### src/rtl/bbc_pkg.sv
package bbc_pkg;

    localparam int STACK_DEPTH = 64;
    localparam int CNT_W       = $clog2(STACK_DEPTH + 1);
    localparam int ADDR_W      = (STACK_DEPTH > 1) ? $clog2(STACK_DEPTH) : 1;
    localparam int DEPTH_W     = 7;
    localparam int DEPTH_SAT   = 127;

    localparam logic [7:0] CH_OPEN_ROUND   = 8'h28;
    localparam logic [7:0] CH_OPEN_SQUARE  = 8'h5B;
    localparam logic [7:0] CH_OPEN_CURLY   = 8'h7B;
    localparam logic [7:0] CH_CLOSE_ROUND  = 8'h29;
    localparam logic [7:0] CH_CLOSE_SQUARE = 8'h5D;
    localparam logic [7:0] CH_CLOSE_CURLY  = 8'h7D;

    typedef enum logic [1:0] {
        KIND_NONE   = 2'd0,
        KIND_ROUND  = 2'd1,
        KIND_SQUARE = 2'd2,
        KIND_CURLY  = 2'd3
    } t_kind;

    typedef enum logic [1:0] {
        ERR_OK       = 2'd0,
        ERR_MATCH    = 2'd1,
        ERR_OVERFLOW = 2'd2
    } t_err;

    typedef struct packed {
        logic [7:0] char_in;
        logic       is_last;
    } t_in;

    typedef struct packed {
        logic               done_res;
        logic               balanced;
        logic [1:0]         status;
        logic [DEPTH_W-1:0] open_depth;
    } t_out;

    function automatic t_kind opener_kind(input logic [7:0] c);
        t_kind k;
        unique case (c)
            CH_OPEN_ROUND:  k = KIND_ROUND;
            CH_OPEN_SQUARE: k = KIND_SQUARE;
            CH_OPEN_CURLY:  k = KIND_CURLY;
            default:        k = KIND_NONE;
        endcase
        return k;
    endfunction

    function automatic t_kind closer_kind(input logic [7:0] c);
        t_kind k;
        unique case (c)
            CH_CLOSE_ROUND:  k = KIND_ROUND;
            CH_CLOSE_SQUARE: k = KIND_SQUARE;
            CH_CLOSE_CURLY:  k = KIND_CURLY;
            default:         k = KIND_NONE;
        endcase
        return k;
    endfunction

endpackage

### src/rtl/bbc_stack_ctrl.sv
module bbc_stack_ctrl
    import bbc_pkg::*;
(
    input  logic              i_clk,
    input  logic              i_rst_n,
    input  logic              i_fire,
    input  t_in               i_in,
    output t_out              o_res,
    output logic              o_we,
    output logic [ADDR_W-1:0] o_waddr,
    output logic [1:0]        o_wdata,
    output logic [ADDR_W-1:0] o_raddr,
    input  logic [1:0]        i_rdata
);

    // top of stack and the entry below it live in registers, the rest in ram
    logic [CNT_W-1:0] r_count, n_count;
    t_err             r_err, n_err;
    t_kind            r_top, n_top;
    t_kind            r_below, n_below;
    logic             r_below_mem, n_below_mem;

    t_kind            open_k, close_k, below;
    logic             active, push, ovf, pop, mis;
    logic [CNT_W-1:0] upd_count;
    t_err             upd_err;

    assign open_k  = opener_kind(i_in.char_in);
    assign close_k = closer_kind(i_in.char_in);
    assign below   = r_below_mem ? t_kind'(i_rdata) : r_below;

    assign active = i_fire && (r_err == ERR_OK);
    assign push   = active && (open_k != KIND_NONE) && (r_count < CNT_W'(STACK_DEPTH));
    assign ovf    = active && (open_k != KIND_NONE) && !(r_count < CNT_W'(STACK_DEPTH));
    assign pop    = active && (open_k == KIND_NONE) && (close_k != KIND_NONE)
                    && (r_count != '0) && (r_top == close_k);
    assign mis    = active && (open_k == KIND_NONE) && (close_k != KIND_NONE) && !pop;

    always_comb begin
        upd_count = r_count;
        upd_err   = r_err;
        if (push) begin
            upd_count = r_count + CNT_W'(1);
        end else if (pop) begin
            upd_count = r_count - CNT_W'(1);
        end
        if (ovf) begin
            upd_err = ERR_OVERFLOW;
        end else if (mis) begin
            upd_err = ERR_MATCH;
        end
    end

    always_comb begin
        o_res.done_res = i_in.is_last;
        o_res.balanced = i_in.is_last && (upd_err == ERR_OK) && (upd_count == '0);
        o_res.status   = upd_err;
        if (upd_count > CNT_W'(DEPTH_SAT)) begin
            o_res.open_depth = DEPTH_W'(DEPTH_SAT);
        end else begin
            o_res.open_depth = DEPTH_W'(upd_count);
        end
    end

    // old top spills to ram on push; entry two below the top is fetched ahead of a pop
    assign o_we    = push && (r_count != '0);
    assign o_waddr = ADDR_W'(r_count - CNT_W'(1));
    assign o_wdata = r_top;
    assign o_raddr = ADDR_W'(r_count - CNT_W'(3));

    always_comb begin
        n_count     = upd_count;
        n_err       = upd_err;
        n_top       = r_top;
        n_below     = below;
        n_below_mem = 1'b0;
        if (push) begin
            n_top   = open_k;
            n_below = r_top;
        end else if (pop) begin
            n_top       = below;
            n_below_mem = 1'b1;
        end
        if (i_fire && i_in.is_last) begin
            n_count = '0;
            n_err   = ERR_OK;
        end
    end

    always_ff @(posedge i_clk) begin
        if (!i_rst_n) begin
            r_count     <= '0;
            r_err       <= ERR_OK;
            r_below_mem <= 1'b0;
        end else begin
            r_count     <= n_count;
            r_err       <= n_err;
            r_below_mem <= n_below_mem;
        end
        r_top   <= n_top;
        r_below <= n_below;
    end

endmodule

### config.mk
export PLATFORM = sky130hd
export DESIGN_NAME = bbc_stack_ctrl
export DESIGN_NICKNAME = d
export VERILOG_FILES = /design/src/rtl/bbc_pkg.sv /design/src/rtl/bbc_stack_ctrl.sv
export SDC_FILE = /design/constraint.sdc
export NUM_CORES = 1
export LEC_CHECK = 0
export ABC_CLOCK_PERIOD_IN_PS = 3200
export BUFFER_PORTS_ARGS = -buffer_cell sky130_fd_sc_hd__buf_2
export CAP_MARGIN = 20
export CORE_ASPECT_RATIO = 0.75
export CORE_MARGIN = 1
export CORE_UTILIZATION = 50
export DETAILED_ROUTE_END_ITERATION = 10
export PLACE_DENSITY_LB_ADDON = 0.3
export SYNTH_ARGS = -nofsm -noshare
export SYNTH_HDL_FRONTEND = slang
export SYNTH_SLANG_ARGS = --single-unit
export TNS_END_PERCENT = 100
### constraint.sdc
create_clock -name i_clk -period 3.2 [get_ports i_clk]
set_input_delay 0.32 -clock i_clk [delete_from_list [all_inputs] [get_ports i_clk]]
set_output_delay 0.32 -clock i_clk [all_outputs]
set_load 0.005 [all_outputs]
==> results of run 1 <==
==> through the flow <==
step	power (uW)	instance area, sq um	setup WS (ns)	hold WS [ns]
after floorplan	213	1170	0.366	0.466
after global placement	230	1410	0.136	0.519
after detailed placement	232	1410	0.0402	0.526
after CTS	342	1440	0.0314	0.264
after global routing	356	1460	-0.0162	0.287
final	339	1460	0.138	0.276
==> repair_timing <==
| item | CTS | global route |
|---|---|---|
| gates resized for setup | 0 | 3 |
| endpoints found under the setup margin | 0 | 1 |
| setup buffers | 0 | 2 |
==> where the power goes <==
group | leakage, uW | internal, uW | switching [uW]
Combinational | 0.000557 | 18.7 | 25.0
Sequential | 0.000115 | 184 | 1.28
Clock | 0.0000150 | 48.6 | 61.4
==> layout make-up <==
cell class / count / area, sq um / area share
multi-input combinational: 120 / 807 / 0.551
sequential: 14 / 300 / 0.205
timing repair buffer: 46 / 248 / 0.169
inverter: 14 / 52.6 / 0.0359
tap: 24 / 30.0 / 0.0205
clock buffer: 4 / 26.3 / 0.0179
==> per-layer routing <==
metal	global-route usage	wire length [um]
met5	0	0
met4	0.0810	67
met3	0.0597	349
met2	0.425	1480
met1	0.383	1380
==> sequential cells by signal, indices dropped and copies added, names as in the netlist <==
name	flops
o_wdata	2
r_err	2
r_count	7
r_below	2
r_below_mem	1
==> kinds of logic (layout without fill, tap and decap cells) <==
logic type / count (synthesis) / in the layout / share of synthesized area
muxes: 2 / 2 / 0.0170
adders and majority gates: 3 / 3 / 0.0320
DFF: 14 / 14 / 0.256
AOI/OAI and AO/OA: 33 / 33 / 0.216
and+or+nand+nor: 68 / 68 / 0.308
buffers and inverters: 19 / 64 / 0.0671
xor gates and xnor gates: 14 / 14 / 0.104
==> path summary, 6_finish.rpt <==
path              cells after the start               endpoint             startpoint
setup / recovery                      8               o_res[9]    r_err[1]$_SDFF_PP0_
hold reg to reg                       2    r_err[1]$_SDFF_PP0_    r_err[1]$_SDFF_PP0_
setup reg to reg                      7  r_count[2]$_SDFF_PP0_  r_count[3]$_SDFF_PP0_
hold / removal                        2  r_count[2]$_SDFF_PP0_                i_rst_n
==> worst max-delay path, cell delays in order, from the launching register on <==
cell and delay, ns:
dfxtp_1 0.33, or3b_2 0.49, nor2_1 0.31, a21boi_1 0.39, a21oi_1 0.12, a221oi_1 0.36
nand2_1 0.11, nor4_2 0.20, buf_2 0.15
==> synthesized netlist by cell type (all sizes together), types with 4 or more instances <==
cell / n
o21ai: 6
nand3: 7
o31ai: 4
a21oi: 7
buf: 4
xor2: 4
and3: 4
nand2: 11
nor2: 17
xnor2: 10
inv: 14
or4: 4
nand4: 5
nor4: 4
nand2b: 4
dfxtp: 12
==> summary by stage, run 1 <==
Run status
The flow ran to the end, but the final reports show violations. The checks that failed: design-rule violations.

Finish
Compared with the post-synthesis result, the final layout area differs by 24.6%. The library cells used most frequently in the layout, excluding fill and tap cells, are buf_2 (39), nor2_1 (17), inv_1 (14). The total inserted antenna cells is 0. The ratio of cells with drive above 1 in the final layout is 0.283. The utilization of the core after routing is 0.696. The finished layout holds 222 standard cells, fillers aside. The net count of the finished layout is between 200 and 250. The layout has approximately 190 filler cells. Leaving out fill and tap cells, the most frequent cell in the layout is buf_2.

Die
The die span in x is around 58 um. The site row count is 14. The placeable core area is 0.00210 sq mm. The area of the die is roughly 0.0025 sq mm.

During I/O placement, the number of pins put on the boundary was 40. The initial utilization of the core area, before any placement, comes to 0.559. The die extent in y is 44.0 um.

Timing
Static timing analysis puts the maximum clock frequency at 0.327 GHz. The sum of negative setup slack is 0 ns. The max-slew violation count was 0.

The number of setup violations in the final report is 0. Clock skew on the completed layout was measured at 0.00313 ns. The worst relative slew slack is 0.619. The final period demand of the worst path is approximately 3.1 ns.

In the finished design, the share of the clock period the worst path needs comes to 0.957. The count of endpoints failing hold in the final timing report was 0. At the pin with the least slew margin, the transition time is 0.570 ns.

Worst setup path
The required arrival time at the worst endpoint is 2.88 ns. The highest fanout seen on the critical path is 4. Setup slack on the worst reg-to-reg path comes out at 0.79 ns. The critical path class is reg2out. The worst setup path is launched from a register. The data arrival time of the worst path is 2.74 ns.

STA classifies the critical path endpoint as a primary output.

Power
Power spread over the standard cell area amounts to approximately 230 mW/mm^2. The worst-case IR drop observed on VDD is about 180 uV. The leakage power is a little under 0.0007 uW.

Clocking
The root buffer cell chosen for the clock tree is clkbuf_4. The CTS buffer count is 3. The clock slew at the register clock pins of the worst setup and hold paths is about 0.080 ns.

The TritonCTS sink count is 14. CTS built an H-tree with a depth of 1. The number of buffers between clock root and the deepest sink is 2. The count of hold buffers inserted by post-cts repair is 0. The later pin in the worst-skew pair is clocked with a latency of 0.29 ns. TritonCTS built the clock tree.

Synthesis
In the post-synthesis netlist, the biggest area contributors are dfxtp_1 (20%), xnor2_1 (7.5%), nor2_1 (5.4%), edfxtp_1 (5.1%), inv_1 (4.5%). In this run, synthesis inferred 2 flip-flops with an integrated enable. The dominant register cell in the synthesized netlist is dfxtp_1. The cell area after technology mapping is about 0.0012 sq mm. The number of nets handed over by synthesis was between 150 and 200. Counting flops with an async set or reset pin after synthesis yields a share of 0. In the synthesized netlist, the number of instances is 153. The number of flip-flops and latches in the synthesized netlist is 14.

The number of distinct standard cells referenced by the synthesized netlist is 45. The largest total area in the synthesized netlist belongs to dfxtp_1. The share of synthesized area in the top cell type comes to 0.204. Dividing the synthesized area by the synthesized cell count gives 7.68 sq um. The sequential-to-total area share from yosys stat is 0.256. During synthesis, Yosys emitted a total of 0 warnings.

Route
The residual antenna-violating net count after detailed routing is 0. Dividing the detail-routed wire length by the instance count gives ~15 um. Using the TritonRoute via totals, the vias-per-cell ratio works out to 6.04. The number of violations reported at the end of detailed-routing iteration 0 is 90.

The first TritonRoute pass finished after 8 iterations. The total routed wirelength is between 3 and 4 mm. In the routed design, unresolved DRC markers number 2. The total via count after detailed routing is 1340.

Placed design
The number of cells after detailed placement is between 200 and 250. Once detailed placement completed, the half-perimeter wirelength came to 2.47 mm. The count of buffers from port buffering is 39. The global placer's final weighted congestion is 0.873.

Global route
The number of antenna violations at the first check in global routing was 0. The remaining global-route overflow is 0. The number of global-route vias before repair was between 1000 and 1500.

In the global route stage, overall resource usage came out at 0.274. Entering global routing, the biggest net connects 15 pins. The wire length of the first global-routing pass is around 5.3 mm.

Min path
The worst min-delay path class is in2reg.

Job
The tool flagged a number of max-cap violations equal to 0.
No activity file was read; power rests on OpenSTA's default activity.
==> inputs of run 2 (changes only) <==
--- a/config.mk
+++ b/config.mk
@@ -12,7 +12,9 @@
 export CORE_MARGIN = 1
 export CORE_UTILIZATION = 50
 export DETAILED_ROUTE_END_ITERATION = 10
+export GPL_TIMING_DRIVEN = 0
 export PLACE_DENSITY_LB_ADDON = 0.3
+export SETUP_SLACK_MARGIN = 0.02
 export SYNTH_ARGS = -nofsm -noshare
 export SYNTH_HDL_FRONTEND = slang
 export SYNTH_SLANG_ARGS = --single-unit
==> run 2 against run 1 <==
Compared with the run above: the run still ends with design-rule violations left; flip-flop and latch count did not move; hold slack gained 0.012 ns; first-iteration DRC count is 31% higher; critical endpoint unchanged.
==> summary by stage, run 2 (synthesis gave the netlist of run 1 again) <==
Die
The site row count is 14. The die is 58.0 um wide. For this configuration, the core starts out at a cell density of 0.559.

The die is between 40 and 50 um tall. The area of the die is 0.00255 sq mm. The floorplan step defined a core boundary enclosing 0.00210 sq mm. 40 I/O pins were placed.

Power
The post-route total power is 340 uW. The power share of the clock group is 0.319. The sequential share of power is 0.547. The fraction of power spent switching nets is 0.257. For this design the total switching power over the nets is 87.4 uW. The worst-case IR drop observed on VDD is roughly 240 uV.

The share of total power dissipated in combinational logic is 0.134. The power density normalized to cell area is 228 mW/mm^2. Summed over all cells, the static leakage comes to 0.000680 uW. The internal power is 252 uW.

Global route
For this run, the total global-route usage over all layers was measured as 0.262. The number of global-route vias before repair is 1176. The remaining global-route overflow is 0. The wire length of the first global-routing pass is between 5 and 6 mm.

The largest net degree at the start of global routing is 11. The number of antenna violations at the first check in global routing is 0.

Run status
The flow ran to the end, but the final reports show violations. The checks that failed: design-rule violations.

Timing
Setup violations remaining at the end of the flow were counted as 0. Clock skew on the completed layout was measured at 0.00827 ns. Of the available clock period, the critical path in the final layout requires 0.974.

The fmax is 0.321 GHz. The count of endpoints failing hold in the final timing report is 0. The final period demand of the worst path is 3.12 ns. For the pin with the worst max-slew slack, the measured transition is 0.754 ns. Once routing completed, OpenROAD measured the worst setup slack at approximately 0.084 ns. The worst relative slew slack is 0.494. The max-slew violation count is 0.

Worst setup path
The required arrival time at the worst endpoint is 2.88 ns. Broken down by cell family, the worst path's largest delay share belongs to compound AO/OA/AOI/OAI gates. The critical path is of the reg2out type. Data arrives at the worst endpoint at 2.80 ns. STA classifies the critical path endpoint as a primary output. The delay contributed by the slowest stage of the critical path is 0.53 ns. The worst register-to-register path has a depth of 6. Of all nets on the critical path, the largest fanout is 5. The buffering stage count on the worst path with inverters included is 1. STA classifies the critical path startpoint as a register. The signal on the critical path passes through nand2b_1 > or4_1 > o32a_4 > o31a_1 > o31ai_4 > o21ai_1 > nor4_2 > buf_2. The largest individual stage delay along the critical path comes from the cell or4_1. Counting buffers and inverters, the worst setup path is 8 cells deep.

Finish
The total inserted antenna cells is 0. The count of placed standard cells in the final layout, fillers left out is 221. The layout overhead on the synthesized area is 27.0%. The largest register by flop count is r_count. The most frequent standard cell in the layout excluding fill and tap cells is buf_2.

The final net count is 215. The flip-flop count of the largest register, all copies and words added is 7. In the final layout, the share of cells above drive strength 1 is 0.294. The top cell types in the final layout, fill and taps aside, are buf_2 (39), nor2_1 (17), inv_1 (14).

Route
For this run, the detailed router's first-pass iteration total came to 8. The residual antenna-violating net count after detailed routing is 0. The detailed-route DRC error count is 2. In the final routed layout, each cell accounts on average for about 15 um. Using the TritonRoute via totals, the vias-per-cell ratio works out to 6.16.

The number of violations reported at the end of detailed-routing iteration 0 is 118. After detailed routing, the total wire length is 3.38 mm. The total via count after detailed routing is 1362.

Placed design
The number of placed instances, taps included, is 216. The count of buffers from port buffering is 39. Routability-driven placement finished with a final weighted congestion of 0.874. Before CTS, the worst setup slack after placement is -0.172 ns. Detailed placement finished with a half-perimeter wire length of between 2 and 2.5 mm.

Clocking
After clock tree synthesis, the clock-pin slew on the worst setup and hold paths is 0.09 ns. The TritonCTS sink count is 14. The buffer type at the clock tree root is clkbuf_4. The clock tree from TritonCTS is yes.

The clock insertion delay at the later pin of the skew report is 0.29 ns. The CTS H-tree depth is 1. The CTS buffer count is 3. No sink is reached through more buffers than the 2 on the longest clock path.

Min path
The min-delay analysis places its worst path in the category in2reg. The worst hold path stage count is 2.

Job
Max-cap violations in this run came to 0.
[run 2: cell count changes in the layout (fill, tap and decap cells not counted), moves of 2 or more]
cell	before	now
buf_4	7	3
nor4_1	3	1
buf_1	0	2
nor4_2	1	3
[run 2: worst register-to-register path: stages (launching register included)]
cell and delay, ns:
edfxtp_1 0.47, nand2b_1 0.18, or4_1 0.53, o32a_4 0.29, nor4_1 0.46, o31ai_4 0.14
nor2_1 0.11
[run 2: power by group through the flow]
| stage | Clock, uW | Combinational (uW) | Sequential, uW |
|---|---|---|---|
| floorplan | 0 | 23.5 | 190 |
| global placement | 0 | 40.3 | 190 |
| detailed placement | 0 | 42.9 | 190 |
| CTS | 114 | 43.1 | 186 |
| global route | 120 | 50.4 | 186 |
| finish | 108 | 45.6 | 186 |
[run 2: per-stage QoR]
stage	cell area (sq um)	hold slack, ns	TNS, ns	util
finish	1490	0.288	0	0.710
global route	1490	0.293	-0.0333	0.710
CTS	1430	0.280	0	0.680
detailed placement	1400	0.538	-0.172	0.666
global placement	1400	0.516	-0.150	0.666
floorplan	1170	0.466	0	-
[run 2: per-layer routing]
metal  share of wire  GRT usage  vias to the layer above
li1                -          -                      643
met3            0.11     0.0746                       10
met1            0.42      0.350                      614
met5               0          0                        -
met4           0.020     0.0952                        0
met2            0.45      0.405                       95
[run 2: path summary, 6_finish.rpt]
path / from / end / slack (ns)
hold / removal: i_rst_n / r_below_mem$_SDFF_PP0_ / 0.29
setup / recovery: o_wdata[0]$_DFFE_PP_ / o_res[9] / 0.08
hold reg to reg: r_err[0]$_SDFF_PP0_ / r_err[0]$_SDFF_PP0_ / 0.56
setup reg to reg: o_wdata[0]$_DFFE_PP_ / r_count[6]$_SDFF_PP0_ / 0.94
[run 2: area by class of cell]
class / count / area [sq um]
Multi-Input combinational cell: 120 / 855
Fill cell: 170 / 609
Sequential cell: 14 / 300
Timing Repair Buffer: 40 / 203
Inverter: 14 / 52.6
Tap cell: 24 / 30.0
Clock buffer: 4 / 26.3
Buffer: 5 / 26.3
[run 2: timing repair]
item                       in CTS  in global routing
cloned                          0                  0
setup endpoints to repair       1                  1
hold buffers                    0                  0
pin swaps                       0                  2
gates resized for setup         2                  9
setup buffers                   0                  1
==> inputs of run 3 (changes only) <==
--- a/config.mk
+++ b/config.mk
@@ -13,7 +13,7 @@
 export CORE_UTILIZATION = 50
 export DETAILED_ROUTE_END_ITERATION = 10
 export GPL_TIMING_DRIVEN = 0
-export PLACE_DENSITY_LB_ADDON = 0.3
+export PLACE_DENSITY = 0.88
 export SETUP_SLACK_MARGIN = 0.02
 export SYNTH_ARGS = -nofsm -noshare
 export SYNTH_HDL_FRONTEND = slang
==> run 3 against run 2 <==
Compared with the run above: the run still ends with design-rule violations left; final cell count grew 0.45%; power down 0.20%; worst setup slack improved by 0.023 ns; register-to-register slack barely moved; non-clock buffer count rose by 1; sequential share of layout area grew 0.051 points; combinational power up 2%.
==> summary by stage, run 3 (synthesis gave the netlist of run 1 again) <==
Route
The total routed wirelength is ~3.5 mm. For this block, the via count after detailed routing is 1382. The iteration count of the initial detailed-routing pass is 8. The post-detailed-route wirelength per cell is 15.6 um.

The total length of routed met3 wires is 432 um. The met2 wire length is 1.61 mm. The residual antenna-violating net count after detailed routing is 0. Using the TritonRoute via totals, the vias-per-cell ratio works out to 6.23. In the routed design, unresolved DRC markers number 1. The first routing iteration left 97 violations. The detailed router used layers up to and including met4. After detailed routing, the wire length on met1 is 1.37 mm.

Finish
The total inserted antenna cells is 0. After the last flow step, the layout net total stands at 216. The library cells used most frequently in the layout, excluding fill and tap cells, are buf_2 (39), nor2_1 (17), inv_1 (14). The utilization of the core after routing is 0.708. Ranked by flip-flop count, first place goes to r_count. The total non-filler cell area in the finished layout is 0.00149 sq mm. The register with the most flip-flops in the layout has 7 of them. Leaving out fill and tap cells, the most frequent cell in the layout is buf_2. The layout filler cell count is 177. The layout overhead on the synthesized area is 26.7%.

In the final layout, the share of cells above drive strength 1 is 0.298. The count of placed standard cells in the final layout, fillers left out is 222.

Clocking
For this design, the CTS-stage hold fixing added 0 buffers. Clock-pin slew was measured on the worst setup and hold paths at 0.09 ns. CTS built an H-tree with a depth of 1.

Counting every sink on the clock net gives 14. Clock tree synthesis selected as its root buffer the cell clkbuf_4. Buffers inserted during clock tree synthesis total 3. The clock reaches the later pin of the worst-skew pair after approximately 0.28 ns.

The number of buffers between clock root and the deepest sink is 2. TritonCTS built the clock tree.

Timing
The max-slew violation count is 0. The final worst-path setup slack is between 0.1 and 0.15 ns. The slew at the pin with the worst max-slew slack is 0.819 ns.

The number of setup violations in the final report is 0. Setup repair after global routing left no endpoint under its margin. The share of the cycle needed by the critical path after routing is 0.967. The final period demand of the worst path is between 3 and 4 ns. The count of endpoints failing hold in the final timing report is 0.

In this run the tightest slew margin relative to its limit is 0.450. The fmax is 0.323 GHz. The setup clock skew after layout is 0.00903 ns.

Power
The internal power of the cells totals 252 uW. The relative contribution of combinational cells to total power is 0.138. Of the total power, the share spent switching nets is 0.256. For this design the ratio of total power to cell area is between 200 and 250 mW/mm^2. The analysis attributes to cell leakage a power of 0.000681 uW. The power dissipated by switching net loads is 86.8 uW.

The sequential share of power is 0.548. Summing internal, switching and leakage power gives about 340 uW. Of the total power, the clock network draws 0.315. The worst-case IR drop observed on VDD is roughly 200 uV.

Placed design
After legalization and detailed placement, the total HPWL measured 2.52 mm. Summing all placed instances gives a cell area of about 0.0014 sq mm. In this run, placement finished with an instance count of approximately 220. OpenSTA, run right after detailed placement, puts the worst setup slack at -0.182 ns. At the end of routability-driven placement, the weighted congestion stood at 0.919.

The count of buffers from port buffering is 39.

Worst setup path
The highest fanout seen on the critical path is 6. The required arrival time at the worst endpoint is 2.88 ns. The start of the worst register-to-register path is o_wdata[0]$_DFFE_PP_. The register-to-register setup slack is 0.95 ns. The launch point of the worst path is i_in[3]. The depth of the most critical reg-to-reg path is 6. The capture point of the worst path is o_res[9].

Data arrives at the worst endpoint at between 2 and 3 ns. The critical path class is in2out. The worst setup path is launched from an input pin. The type of destination of the critical path is a primary output. The worst register-to-register path ends at r_count[6]$_SDFF_PP0_.

Global route
The first global-routing pass estimated 5.30 mm of wire. After global routing the overflow that remains totals 0. The number of global-route vias before repair came to 1161. Across every metal layer, demand over resource in global routing totals 0.274. The largest net degree at the start of global routing is 11. The number of antenna violations at the first check in global routing is 0.

Min path
The worst hold path belongs to the class in2reg. The worst hold path stage count is 2. The beginning of the worst hold path is i_rst_n.

Job
The reported max-cap violation count is 0.

Die
The area of the die is 0.00255 sq mm. The floorplan step set the die height to 44.0 um. After floorplanning, the core was divided into 14 placement rows. The initial utilization of the core area, before any placement, comes to 0.559.

The top-level port count is 40. The die is between 50 and 60 um wide. The total area inside the core boundary comes to between 0.002 and 0.0025 sq mm.

Run status
The flow ran to the end, but the final reports show violations. The checks that failed: design-rule violations.
==> run 3: final cells by class <==
| type | count | area (sq um) | area share |
|---|---|---|---|
| well taps | 24 | 30.0 | 0.0202 |
| flip-flops and latches | 14 | 300 | 0.202 |
| multi-input cells | 120 | 843 | 0.566 |
| plain buffers | 5 | 26.3 | 0.0176 |
| repair buffers | 41 | 210 | 0.141 |
| inverters | 14 | 52.6 | 0.0353 |
| clock buffers | 4 | 26.3 | 0.0176 |
==> run 3: metal layers <==
layer	vias to the layer above	GRT usage
met5	-	0
met4	0	0.0762
met3	13	0.0806
met2	107	0.464
met1	617	0.341
li1	645	-
==> run 3: worst min-delay path by stage <==
stage                                        end  slack, ns
final                      r_count[2]$_SDFF_PP0_       0.30
after global routing      r_below_mem$_SDFF_PP0_       0.30
after CTS                  r_count[2]$_SDFF_PP0_       0.29
after detailed placement     r_err[0]$_SDFF_PP0_       0.53
after global placement       r_err[1]$_SDFF_PP0_       0.51
after floorplan           r_below_mem$_SDFF_PP0_       0.47
==> run 3: worst max-delay path, stage by stage <==
cell	delay, ns
buf_2	0.14
or3_1	0.41
a2111o_1	0.43
o32a_2	0.45
o31a_1	0.33
o31ai_4	0.25
o21ai_1	0.16
nor4_2	0.14
buf_2	0.14
==> run 3: power groups by stage <==
stage	clock, uW	combinational (uW)	sequential [uW]
5_1_grt	122	50.8	186
3_5_place_dp	0	43.9	190
3_3_place_gp	0	40.6	190
2_1_floorplan	0	23.5	190
4_1_cts	110	44.2	186
6_report	107	46.6	186
==> run 3: through the flow <==
stage	hold WS, ns	TNS, ns
finish	0.295	0
CTS	0.295	0
global placement	0.510	-0.0890
detailed placement	0.532	-0.182
floorplan	0.466	0
global route	0.297	0
==> run 3: what timing repair did <==
| action | 4_1_cts | 5_1_grt |
|---|---|---|
| endpoints found under the setup margin | 1 | 1 |
| gates resized for setup | 2 | 8 |
| buffers inserted | 0 | 2 |
| pin swaps | 0 | 2 |
